==> config.mk <==
export PLATFORM = sky130hd
export DESIGN_NAME = generational_handle_table_core
export DESIGN_NICKNAME = d
export VERILOG_FILES = /design/src/hw/rtl/ght_pkg.sv /design/src/hw/rtl/ght_phase_div.sv /design/src/hw/rtl/ght_seq.sv /design/src/hw/rtl/generational_handle_table_core.sv
export SDC_FILE = /design/constraint.sdc
export NUM_CORES = 1
export LEC_CHECK = 0
export ABC_AREA = 1
export BUFFER_PORTS_ARGS = -buffer_cell sky130_fd_sc_hd__buf_4
export CAP_MARGIN = 30
export CORE_ASPECT_RATIO = 0.9
export CORE_MARGIN = 2
export CORE_UTILIZATION = 50
export DETAILED_ROUTE_END_ITERATION = 10
export PLACE_DENSITY = 0.66
export SLEW_MARGIN = 0
export SYNTH_ARGS = -nofsm -noshare
export SYNTH_HDL_FRONTEND = slang
export SYNTH_HIERARCHICAL = 1
export SYNTH_SLANG_ARGS = --single-unit
==> constraint.sdc <==
create_clock -name clock -period 4.5 [get_ports clock]
set_clock_uncertainty 0.2 [all_clocks]
set_input_delay 0.45 -clock clock [delete_from_list [all_inputs] [get_ports clock]]
set_output_delay 0.45 -clock clock [all_outputs]
set_load 0.02 [all_outputs]
==> src/hw/rtl/ght_pkg.sv <==
// Shared types and constants for the generational handle table.
// Used by ght_phase_div, ght_seq and generational_handle_table_core.
package ght_pkg;

   localparam int SLOT_COUNT = 16;
   localparam int SLOT_W     = 4;
   localparam int GEN_W      = 16;
   localparam int LIVE_W     = 5;
   localparam int PERIOD_W   = 8;
   localparam int REQ_W      = 2;
   localparam int STATUS_W   = 2;
   localparam int LIST_AW    = SLOT_W + 1;

   localparam logic [REQ_W-1:0] REQ_ADD     = 2'd0;
   localparam logic [REQ_W-1:0] REQ_REMOVE  = 2'd1;
   localparam logic [REQ_W-1:0] REQ_RESOLVE = 2'd2;

   localparam logic [STATUS_W-1:0] STATUS_OK   = 2'd0;
   localparam logic [STATUS_W-1:0] STATUS_FULL = 2'd1;
   localparam logic [STATUS_W-1:0] STATUS_BAD  = 2'd2;

   localparam logic LIST_DENSE = 1'b0;
   localparam logic LIST_FREE  = 1'b1;

   localparam logic [PERIOD_W-1:0] PERIOD_RESET = 8'd1;

   typedef enum logic [3:0] {
      ST_IDLE,
      ST_LOOKUP,
      ST_POP,
      ST_GEN,
      ST_COMMIT,
      ST_LAST,
      ST_MOVE,
      ST_RETIRE,
      ST_PHASE,
      ST_DONE
   } seq_state_type;

   typedef struct packed {
      logic              live;
      logic [SLOT_W-1:0] dense;
      logic [GEN_W-1:0]  gen;
   } slot_entry_type;

   typedef struct packed {
      logic [LIVE_W-1:0]   live_count;
      logic [SLOT_W-1:0]   moved_from;
      logic                moved;
      logic [PERIOD_W-1:0] phase;
      logic [SLOT_W-1:0]   dense_index;
      logic [GEN_W-1:0]    generation;
      logic [SLOT_W-1:0]   slot;
      logic [STATUS_W-1:0] status;
   } result_type;

endpackage

==> src/hw/rtl/ght_phase_div.sv <==
// Serial remainder unit: slot modulo max(1, update period), one bit per cycle.
// Depends on ght_pkg.
module ght_phase_div (
   input  logic                         clock,
   input  logic                         reset,
   input  logic                         start,
   input  logic [ght_pkg::SLOT_W-1:0]   dividend,
   input  logic [ght_pkg::PERIOD_W-1:0] period,
   output logic                         done,
   output logic [ght_pkg::PERIOD_W-1:0] remainder
);
   import ght_pkg::*;

   localparam int CNT_W = $clog2(SLOT_W);

   logic                busy_ff, busy_in;
   logic [CNT_W-1:0]    cnt_ff, cnt_in;
   logic [SLOT_W-1:0]   dvd_ff, dvd_in;
   logic [PERIOD_W-1:0] div_ff, div_in;
   logic [PERIOD_W-1:0] rem_ff, rem_in;
   logic [PERIOD_W:0]   trial;
   logic [PERIOD_W:0]   diff;

   always_comb begin
      busy_in = busy_ff;
      cnt_in  = cnt_ff;
      dvd_in  = dvd_ff;
      div_in  = div_ff;
      rem_in  = rem_ff;
      done    = 1'b0;
      trial   = {rem_ff, dvd_ff[SLOT_W-1]};
      diff    = trial - {1'b0, div_ff};
      if (start) begin
         busy_in = 1'b1;
         cnt_in  = '0;
         dvd_in  = dividend;
         div_in  = (period == '0) ? PERIOD_W'(1) : period;
         rem_in  = '0;
      end else if (busy_ff) begin
         rem_in = (trial >= {1'b0, div_ff}) ? diff[PERIOD_W-1:0] : trial[PERIOD_W-1:0];
         dvd_in = {dvd_ff[SLOT_W-2:0], 1'b0};
         cnt_in = cnt_ff + CNT_W'(1);
         if (cnt_ff == CNT_W'(SLOT_W - 1)) begin
            busy_in = 1'b0;
            done    = 1'b1;
         end
      end
   end

   always_ff @(posedge clock) begin
      if (reset) begin
         busy_ff <= 1'b0;
         cnt_ff  <= '0;
      end else begin
         busy_ff <= busy_in;
         cnt_ff  <= cnt_in;
      end
      dvd_ff <= dvd_in;
      div_ff <= div_in;
      rem_ff <= rem_in;
   end

   assign remainder = rem_ff;

endmodule

==> src/hw/rtl/ght_seq.sv <==
// Request sequencer with the slot memory and the dense/free list memory.
// Depends on ght_pkg and ght_phase_div.
module ght_seq (
   input  logic                         clock,
   input  logic                         reset,
   input  logic                         req_valid,
   output logic                         req_ready,
   input  logic [ght_pkg::REQ_W-1:0]    req_kind,
   input  logic [ght_pkg::SLOT_W-1:0]   req_slot,
   input  logic [ght_pkg::GEN_W-1:0]    req_gen,
   input  logic [ght_pkg::PERIOD_W-1:0] period,
   output logic                         res_valid,
   input  logic                         res_ack,
   output ght_pkg::result_type          res
);
   import ght_pkg::*;

   seq_state_type state_ff, state_in;

   slot_entry_type    slot_mem [SLOT_COUNT];
   logic [SLOT_W-1:0] list_mem [2*SLOT_COUNT];

   slot_entry_type     slot_rd_ff;
   logic               slot_rd_en, slot_wr_en;
   logic [SLOT_W-1:0]  slot_rd_addr, slot_wr_addr;
   slot_entry_type     slot_wr_data;

   logic [SLOT_W-1:0]  list_rd_ff;
   logic               list_rd_en, list_wr_en;
   logic [LIST_AW-1:0] list_rd_addr, list_wr_addr;
   logic [SLOT_W-1:0]  list_wr_data;

   logic [REQ_W-1:0]    kind_ff, kind_in;
   logic [SLOT_W-1:0]   slot_ff, slot_in;
   logic [GEN_W-1:0]    gen_ff, gen_in;
   logic [SLOT_W-1:0]   dense_ff, dense_in;
   logic [SLOT_W-1:0]   ms_ff, ms_in;
   logic                moved_ff, moved_in;
   logic [SLOT_W-1:0]   from_ff, from_in;
   logic [STATUS_W-1:0] status_ff, status_in;
   logic [LIVE_W-1:0]   live_ff, live_in;
   logic [LIVE_W-1:0]   fd_ff, fd_in;
   logic [LIVE_W-1:0]   mark_ff, mark_in;

   logic [LIVE_W-1:0]   live_dec, fd_dec;
   logic [GEN_W-1:0]    gen_bump;
   logic                phase_start, phase_done;
   logic [PERIOD_W-1:0] phase;
   logic                ok;

   ght_phase_div u_phase_div (
      .clock     (clock),
      .reset     (reset),
      .start     (phase_start),
      .dividend  (slot_ff),
      .period    (period),
      .done      (phase_done),
      .remainder (phase)
   );

   always_ff @(posedge clock) begin
      if (slot_wr_en) begin
         slot_mem[slot_wr_addr] <= slot_wr_data;
      end
      if (slot_rd_en) begin
         slot_rd_ff <= slot_mem[slot_rd_addr];
      end
      if (list_wr_en) begin
         list_mem[list_wr_addr] <= list_wr_data;
      end
      if (list_rd_en) begin
         list_rd_ff <= list_mem[list_rd_addr];
      end
   end

   assign live_dec = live_ff - LIVE_W'(1);
   assign fd_dec   = fd_ff - LIVE_W'(1);
   assign gen_bump = (gen_ff == '1) ? GEN_W'(1) : gen_ff + GEN_W'(1);

   always_comb begin
      state_in     = state_ff;
      kind_in      = kind_ff;
      slot_in      = slot_ff;
      gen_in       = gen_ff;
      dense_in     = dense_ff;
      ms_in        = ms_ff;
      moved_in     = moved_ff;
      from_in      = from_ff;
      status_in    = status_ff;
      live_in      = live_ff;
      fd_in        = fd_ff;
      mark_in      = mark_ff;
      req_ready    = 1'b0;
      res_valid    = 1'b0;
      phase_start  = 1'b0;
      slot_rd_en   = 1'b0;
      slot_rd_addr = slot_ff;
      slot_wr_en   = 1'b0;
      slot_wr_addr = slot_ff;
      slot_wr_data = '0;
      list_rd_en   = 1'b0;
      list_rd_addr = {LIST_DENSE, live_dec[SLOT_W-1:0]};
      list_wr_en   = 1'b0;
      list_wr_addr = {LIST_DENSE, dense_ff};
      list_wr_data = slot_ff;
      case (state_ff)
         ST_IDLE: begin
            req_ready = 1'b1;
            if (req_valid) begin
               kind_in   = req_kind;
               slot_in   = req_slot;
               gen_in    = req_gen;
               dense_in  = '0;
               moved_in  = 1'b0;
               from_in   = '0;
               status_in = STATUS_OK;
               if (req_kind == REQ_ADD) begin
                  if (live_ff == LIVE_W'(SLOT_COUNT)) begin
                     status_in = STATUS_FULL;
                     state_in  = ST_DONE;
                  end else if (fd_ff != '0) begin
                     list_rd_en   = 1'b1;
                     list_rd_addr = {LIST_FREE, fd_dec[SLOT_W-1:0]};
                     fd_in        = fd_dec;
                     state_in     = ST_POP;
                  end else begin
                     slot_in  = mark_ff[SLOT_W-1:0];
                     gen_in   = GEN_W'(1);
                     mark_in  = mark_ff + LIVE_W'(1);
                     state_in = ST_COMMIT;
                  end
               end else if ((req_kind != REQ_REMOVE && req_kind != REQ_RESOLVE)
                            || req_gen == '0 || {1'b0, req_slot} >= mark_ff) begin
                  status_in = STATUS_BAD;
                  state_in  = ST_DONE;
               end else begin
                  slot_rd_en   = 1'b1;
                  slot_rd_addr = req_slot;
                  state_in     = ST_LOOKUP;
               end
            end
         end
         ST_POP: begin
            slot_in      = list_rd_ff;
            slot_rd_en   = 1'b1;
            slot_rd_addr = list_rd_ff;
            state_in     = ST_GEN;
         end
         ST_GEN: begin
            gen_in   = (slot_rd_ff.gen == '0) ? GEN_W'(1) : slot_rd_ff.gen;
            state_in = ST_COMMIT;
         end
         ST_COMMIT: begin
            slot_wr_en   = 1'b1;
            slot_wr_data = '{live: 1'b1, dense: live_ff[SLOT_W-1:0], gen: gen_ff};
            list_wr_en   = 1'b1;
            list_wr_addr = {LIST_DENSE, live_ff[SLOT_W-1:0]};
            list_wr_data = slot_ff;
            dense_in     = live_ff[SLOT_W-1:0];
            live_in      = live_ff + LIVE_W'(1);
            phase_start  = 1'b1;
            state_in     = ST_PHASE;
         end
         ST_LOOKUP: begin
            if (!slot_rd_ff.live || slot_rd_ff.gen != gen_ff) begin
               status_in = STATUS_BAD;
               state_in  = ST_DONE;
            end else begin
               dense_in = slot_rd_ff.dense;
               if (kind_ff == REQ_RESOLVE) begin
                  phase_start = 1'b1;
                  state_in    = ST_PHASE;
               end else if (slot_rd_ff.dense != live_dec[SLOT_W-1:0]) begin
                  list_rd_en   = 1'b1;
                  list_rd_addr = {LIST_DENSE, live_dec[SLOT_W-1:0]};
                  state_in     = ST_LAST;
               end else begin
                  state_in = ST_RETIRE;
               end
            end
         end
         ST_LAST: begin
            list_wr_en   = 1'b1;
            list_wr_addr = {LIST_DENSE, dense_ff};
            list_wr_data = list_rd_ff;
            slot_rd_en   = 1'b1;
            slot_rd_addr = list_rd_ff;
            ms_in        = list_rd_ff;
            moved_in     = 1'b1;
            from_in      = live_dec[SLOT_W-1:0];
            state_in     = ST_MOVE;
         end
         ST_MOVE: begin
            slot_wr_en   = 1'b1;
            slot_wr_addr = ms_ff;
            slot_wr_data = '{live: 1'b1, dense: dense_ff, gen: slot_rd_ff.gen};
            state_in     = ST_RETIRE;
         end
         ST_RETIRE: begin
            slot_wr_en   = 1'b1;
            slot_wr_addr = slot_ff;
            slot_wr_data = '{live: 1'b0, dense: '0, gen: gen_bump};
            list_wr_en   = 1'b1;
            list_wr_addr = {LIST_FREE, fd_ff[SLOT_W-1:0]};
            list_wr_data = slot_ff;
            fd_in        = fd_ff + LIVE_W'(1);
            live_in      = live_dec;
            phase_start  = 1'b1;
            state_in     = ST_PHASE;
         end
         ST_PHASE: begin
            if (phase_done) begin
               state_in = ST_DONE;
            end
         end
         ST_DONE: begin
            res_valid = 1'b1;
            if (res_ack) begin
               state_in = ST_IDLE;
            end
         end
         default: begin
            state_in = ST_IDLE;
         end
      endcase
   end

   assign ok = (status_ff == STATUS_OK);

   always_comb begin
      res             = '0;
      res.status      = status_ff;
      res.live_count  = live_ff;
      if (ok) begin
         res.slot        = slot_ff;
         res.generation  = gen_ff;
         res.dense_index = dense_ff;
         res.phase       = phase;
         res.moved       = moved_ff;
         res.moved_from  = from_ff;
      end
   end

   always_ff @(posedge clock) begin
      if (reset) begin
         state_ff <= ST_IDLE;
         live_ff  <= '0;
         fd_ff    <= '0;
         mark_ff  <= '0;
      end else begin
         state_ff <= state_in;
         live_ff  <= live_in;
         fd_ff    <= fd_in;
         mark_ff  <= mark_in;
      end
      kind_ff   <= kind_in;
      slot_ff   <= slot_in;
      gen_ff    <= gen_in;
      dense_ff  <= dense_in;
      ms_ff     <= ms_in;
      moved_ff  <= moved_in;
      from_ff   <= from_in;
      status_ff <= status_in;
   end

endmodule

==> src/hw/rtl/generational_handle_table_core.sv <==
// Top level of the generational handle table: stream ports, the update period
// register and the result register. Depends on ght_pkg, ght_seq and ght_phase_div.
//
// One transaction at a time is processed. An add commits a free or new slot, a remove
// moves the last dense entry when needed and retires the slot, and a resolve looks up
// the handle; each then runs the remainder unit, while a request that is rejected (full
// table, stale handle or bad request) goes straight to the result. The next request is
// taken once the result has moved into the output register. The work is a serial
// read-modify-write through the slot and list memories followed by the four-step
// remainder unit that produces the phase. Slots never used read as unused through the
// high-water mark, so no clearing pass follows reset.
module generational_handle_table_core (
   input  logic        clock,
   input  logic        reset,
   input  logic        req_tvalid,
   output logic        req_tready,
   input  logic [23:0] req_tdata,   // handle_slot[3:0], handle_generation[19:4], zero fill
   input  logic [1:0]  req_tuser,   // req_type[1:0]
   output logic        rsp_tvalid,
   input  logic        rsp_tready,
   output logic [47:0] rsp_tdata,   // slot_out[3:0], generation_out[19:4],
                                    // dense_index[23:20], phase_out[31:24], moved[32],
                                    // moved_from[36:33], live_count[41:37], zero fill
   output logic [1:0]  rsp_tuser,   // status[1:0]
   input  logic        csr_wr_en,
   input  logic [7:0]  csr_wr_data  // update_period[7:0]
);
   import ght_pkg::*;

   logic [PERIOD_W-1:0] period_ff, period_in;
   logic                rsp_valid_ff, rsp_valid_in;
   result_type          rsp_data_ff, rsp_data_in;
   logic                res_valid, res_ack;
   result_type          res;

   ght_seq u_seq (
      .clock     (clock),
      .reset     (reset),
      .req_valid (req_tvalid),
      .req_ready (req_tready),
      .req_kind  (req_tuser),
      .req_slot  (req_tdata[SLOT_W-1:0]),
      .req_gen   (req_tdata[SLOT_W+GEN_W-1:SLOT_W]),
      .period    (period_ff),
      .res_valid (res_valid),
      .res_ack   (res_ack),
      .res       (res)
   );

   assign res_ack = res_valid && (!rsp_valid_ff || rsp_tready);

   always_comb begin
      period_in    = csr_wr_en ? csr_wr_data : period_ff;
      rsp_valid_in = rsp_valid_ff && !rsp_tready;
      rsp_data_in  = rsp_data_ff;
      if (res_ack) begin
         rsp_valid_in = 1'b1;
         rsp_data_in  = res;
      end
   end

   always_ff @(posedge clock) begin
      if (reset) begin
         period_ff    <= PERIOD_RESET;
         rsp_valid_ff <= 1'b0;
      end else begin
         period_ff    <= period_in;
         rsp_valid_ff <= rsp_valid_in;
      end
      rsp_data_ff <= rsp_data_in;
   end

   assign rsp_tvalid = rsp_valid_ff;
   assign rsp_tuser  = rsp_data_ff.status;
   assign rsp_tdata  = {6'd0,
                        rsp_data_ff.live_count,
                        rsp_data_ff.moved_from,
                        rsp_data_ff.moved,
                        rsp_data_ff.phase,
                        rsp_data_ff.dense_index,
                        rsp_data_ff.generation,
                        rsp_data_ff.slot};

endmodule
==> flow_summary_export.csv <==
group,metric,value,unit
sta,finalHoldViolCount,0,
synth,synth_top_area_share,61.3,%
min_path,holdPathStages,3,
cts,cts_tree,"yes",
place,dp_slack,881,ps
cts,cts_buffers,66,
sta,setup_violations,0,
min_path,whs_endpoint,"u_seq/gen_ff[1]",
sta,hold_ws,46.8,ps
cts,cts_root_buf,"clkbuf_16",
setup_path,rr_startpoint,"u_seq/state_ff[1]",
die,die_w,256,um
route,via_count,20400,
place,io_buffers,80,
setup_path,crit_path_top_delay_cell,"dlygate4sd3_1",
setup_path,critPathBufInv,4,
synth,yosys-top-cells-area,"edfxtp_1 (61%), nand3_1 (8.4%), nand2_1 (6.7%), inv_1 (5.3%), dfxtp_1 (2.7%)",
sta,max_freq,275,MHz
cts,htreeDepth,3,
die,start_util,50.3,%
sta,slew_violations,0,
setup_path,critPathMaxFanout,168,
setup_path,cp_data_required_time,4570,ps
die,num_rows,83,
die,ios,91,
global_route,grt_pass1_vias,19200,
route,wirelength,73700,um
pwr,power_density,543,nW/um^2
sta,fin_crit,3640,ps
min_path,hold_class,"primary input to flip-flop",
final_layout,nNetsFinal,2965,
global_route,grt_max_degree,169,
sta,setup-tns-final,0,ps
sta,fin_crit_sh,80.8,%
sta,final.setup.worst_slack,863,ps
setup_path,r2r_end,"u_seq/list_mem[12][1]",
place,dp_hpwl,45000,um
route,drc,0,
pwr,ir_worst_vdd,0.721,mV
route,drt_iter0_markers,2357,
route,avgViaCountPerCell,5.50,
synth,synth_edf_count,582,
final_layout,diodes,0,
setup_path,arrival,3710,ps
setup_path,regToRegSetupSlack,860,ps
synth,synth_top_cell_by_area,"edfxtp_1",
sta,rsz0062_at_grt,"false",
status,status,"completed",
route,routedWlPerCell,19.8,um
synth,ys_seq_elements,621,
setup_path,crit_family,"simple AND/OR/NAND/NOR gates",
global_route,grtUsageTotal,24.9,%
final_layout,areaGrowthSynthToFinish,14.7,%
die,dieArea,58900,um^2
setup_path,path_class,"primary input to flip-flop",
global_route,antenna_found_initial,1,
sta,max_slew_margin,38.7,%
die,core,56700,um^2
synth,synth_ff_type,"edfxtp_1",
cts,ctsLongestPathBuffers,3,
min_path,hp-start,"req_tdata[5]",
synth,synthArstFlopShare,0,%
global_route,overflow,0,
route,dr.pass1.iters,5,
pwr,leakage,13.2,nW
setup_path,path_cells,"dlygate4sd3_1 > buf_4 > nor2_1 > nand2_1 > nor2_1 > nand2_1 > inv_1 > nor2_1 > nand4_1 > nand3_1 > nand2_4 > buf_12 > nand3_1 > nand3_1 > nand3_1 > nand3_1 > nand2_1",
synth,seq_area_frac_synth,64.1,%
cts,clock-sinks,621,
synth,syn_inst,2782,
setup_path,end_kind,"flip-flop",
synth,netlist_area,28500,um^2
synth,yosysWarnings,6,
route,antenna_left,0,
setup_path,cpMostUsedCell,"nand3_1",
sta,worst_pin_slew,919,ps
setup_path,reg2reg_depth,11,
synth,syn_area_per_cell,10.2,um^2
die,fp.dieH,230,um
cts,clk_latency,600,ps
setup_path,start_kind,"primary input",
flow_run,cap_violations,0,
final_layout,layout-drive-gt1-share,10.8,%
cts,path_clk_slew,60,ps
setup_path,cp_slowest_stage_delay,550,ps
place,globalplace.congestion,0.881,
global_route,grt_pass1_wl,112000,um
synth,synth.distinct_cells,54,
-- stage by stage --
stage	util (%)	instances	total power [mW]	cell area [um^2]
finish	57.6	3716	17.7	32700
floorplan	-	2787	10.8	28500
global placement	53.2	3563	12.3	30200
global route	57.6	3716	18.6	32700
CTS	57.6	3716	17.8	32700
detailed placement	53.3	3566	12.4	30200
-- final cells by class --
class,count,area (um^2)
fillers,4678,24000
flip-flops and latches,621,18300
multi-input cells,1609,8130
clock buffers,84,1800
repair buffers,188,1660
inverters,418,1570
well taps,765,957
clock inverters,31,302
-- Yosys cell counts (9+ instances only) --
library cell,number
nor3_1,17
edfxtp_1,582
dfxtp_1,39
o21ai_0,80
inv_1,401
inv_2,14
o221ai_1,16
buf_1,9
or2_0,12
nand2_1,508
nand3b_1,74
ha_1,21
nand3_1,479
xor2_1,15
clkbuf_1,53
buf_2,60
o21ai_1,23
nor2_1,183
nor4_1,14
nand4_1,12
o211ai_1,34
a21oi_1,32
buf_4,14
-- flip-flops by register name, summed over array words and instances, names as in the netlist, 2 cells and up --
signal / count
u_seq/slot_mem: 336
u_seq/list_mem: 128
rsp_tdata: 42
u_seq/slot_rd_ff: 21
u_seq/gen_ff: 16
period_ff: 8
u_seq/u_phase_div/div_ff: 8
u_seq/u_phase_div/remainder: 8
u_seq/fd_ff: 5
u_seq/live_ff: 5
u_seq/mark_ff: 5
u_seq/dense_ff: 4
u_seq/from_ff: 4
u_seq/list_rd_ff: 4
u_seq/ms_ff: 4
u_seq/slot_ff: 4
u_seq/state_ff: 4
u_seq/u_phase_div/dvd_ff: 4
rsp_tuser: 2
u_seq/kind_ff: 2
u_seq/status_ff: 2
u_seq/u_phase_div/cnt_ff: 2
-- worst max-delay path by stage --
stage / slack, ps / end / from / cells past startpoint
2_1_floorplan: 420 / u_seq/state_ff[0] / u_seq/state_ff[0] / 11
3_3_place_gp: 800 / u_seq/slot_rd_ff[15] / req_tdata[2] / 17
6_report: 860 / u_seq/slot_rd_ff[3] / req_tdata[4] / 17
5_1_grt: 680 / u_seq/list_mem[12][0] / u_seq/state_ff[1] / 11
4_1_cts: 920 / u_seq/list_mem[12][1] / u_seq/state_ff[1] / 11
3_5_place_dp: 880 / u_seq/slot_rd_ff[10] / req_tdata[2] / 17
-- what timing repair did --
action,CTS,global route
buffers inserted,0,0
hold buffers,35,0
resized for setup,0,0
endpoints found under the hold margin,31,0
-- power by group --
part / internal, mW / total, mW / switching, mW
Clock: 3.17 / 5.33 / 2.16
Combinational: 1.56 / 5.48 / 3.92
Sequential: 6.77 / 6.94 / 0.165
Total: 11.5 / 17.7 / 6.24
-- worst min-delay path, stage by stage --
cell and delay [ps]:
buf_4 90, nand3_1 90, o21ai_0 80
-- cell families after synthesis --
logic type                 synth area share [%]
DFF                                        64.1
buffers and inverters                      7.87
other                                    0.0132
xor gates and xnor gates                  0.707
and+or+nand+nor                            21.7
adders and majority gates                 0.992
AOI/OAI and AO/OA                          4.62
-- cell usage in the layout, fill, tap and decap left out, types with 6 or more instances in the layout --
| cell | count |
|---|---|
| nand2_2 | 6 |
| nor2_1 | 167 |
| nor3_1 | 17 |
| clkinv_2 | 8 |
| ha_1 | 21 |
| nand4_1 | 12 |
| inv_1 | 401 |
| buf_12 | 11 |
| dlygate4sd3_1 | 35 |
| edfxtp_1 | 582 |
| a21oi_1 | 30 |
| o21bai_1 | 8 |
| clkinv_1 | 15 |
| nor2_2 | 23 |
| nand3_1 | 479 |
| o21ai_0 | 76 |
| clkbuf_16 | 69 |
| buf_4 | 141 |
| inv_2 | 14 |
| or2_2 | 7 |
| or2_0 | 12 |
| nand3b_1 | 74 |
| clkbuf_1 | 13 |
| xnor2_1 | 8 |
| o211ai_1 | 34 |
| bufinv_16 | 6 |
| conb_1 | 6 |
| o21ai_1 | 23 |
| o21ai_2 | 6 |
| nor4_1 | 14 |
| dfxtp_1 | 39 |
| nand2_1 | 508 |
| o221ai_1 | 16 |
| xor2_1 | 15 |
-- layer usage --
| metal | up-vias | GRT usage, % | part of all wire (%) |
|---|---|---|---|
| met2 | 917 | 38.7 | 46 |
| met1 | 9772 | 35.9 | 43 |
| met5 | - | 0 | 0 |
| met4 | 0 | 7.18 | 1.7 |
| li1 | 9665 | - | - |
| met3 | 88 | 4.40 | 9.9 |
Note: power is estimated with default switching activity, not from simulation.
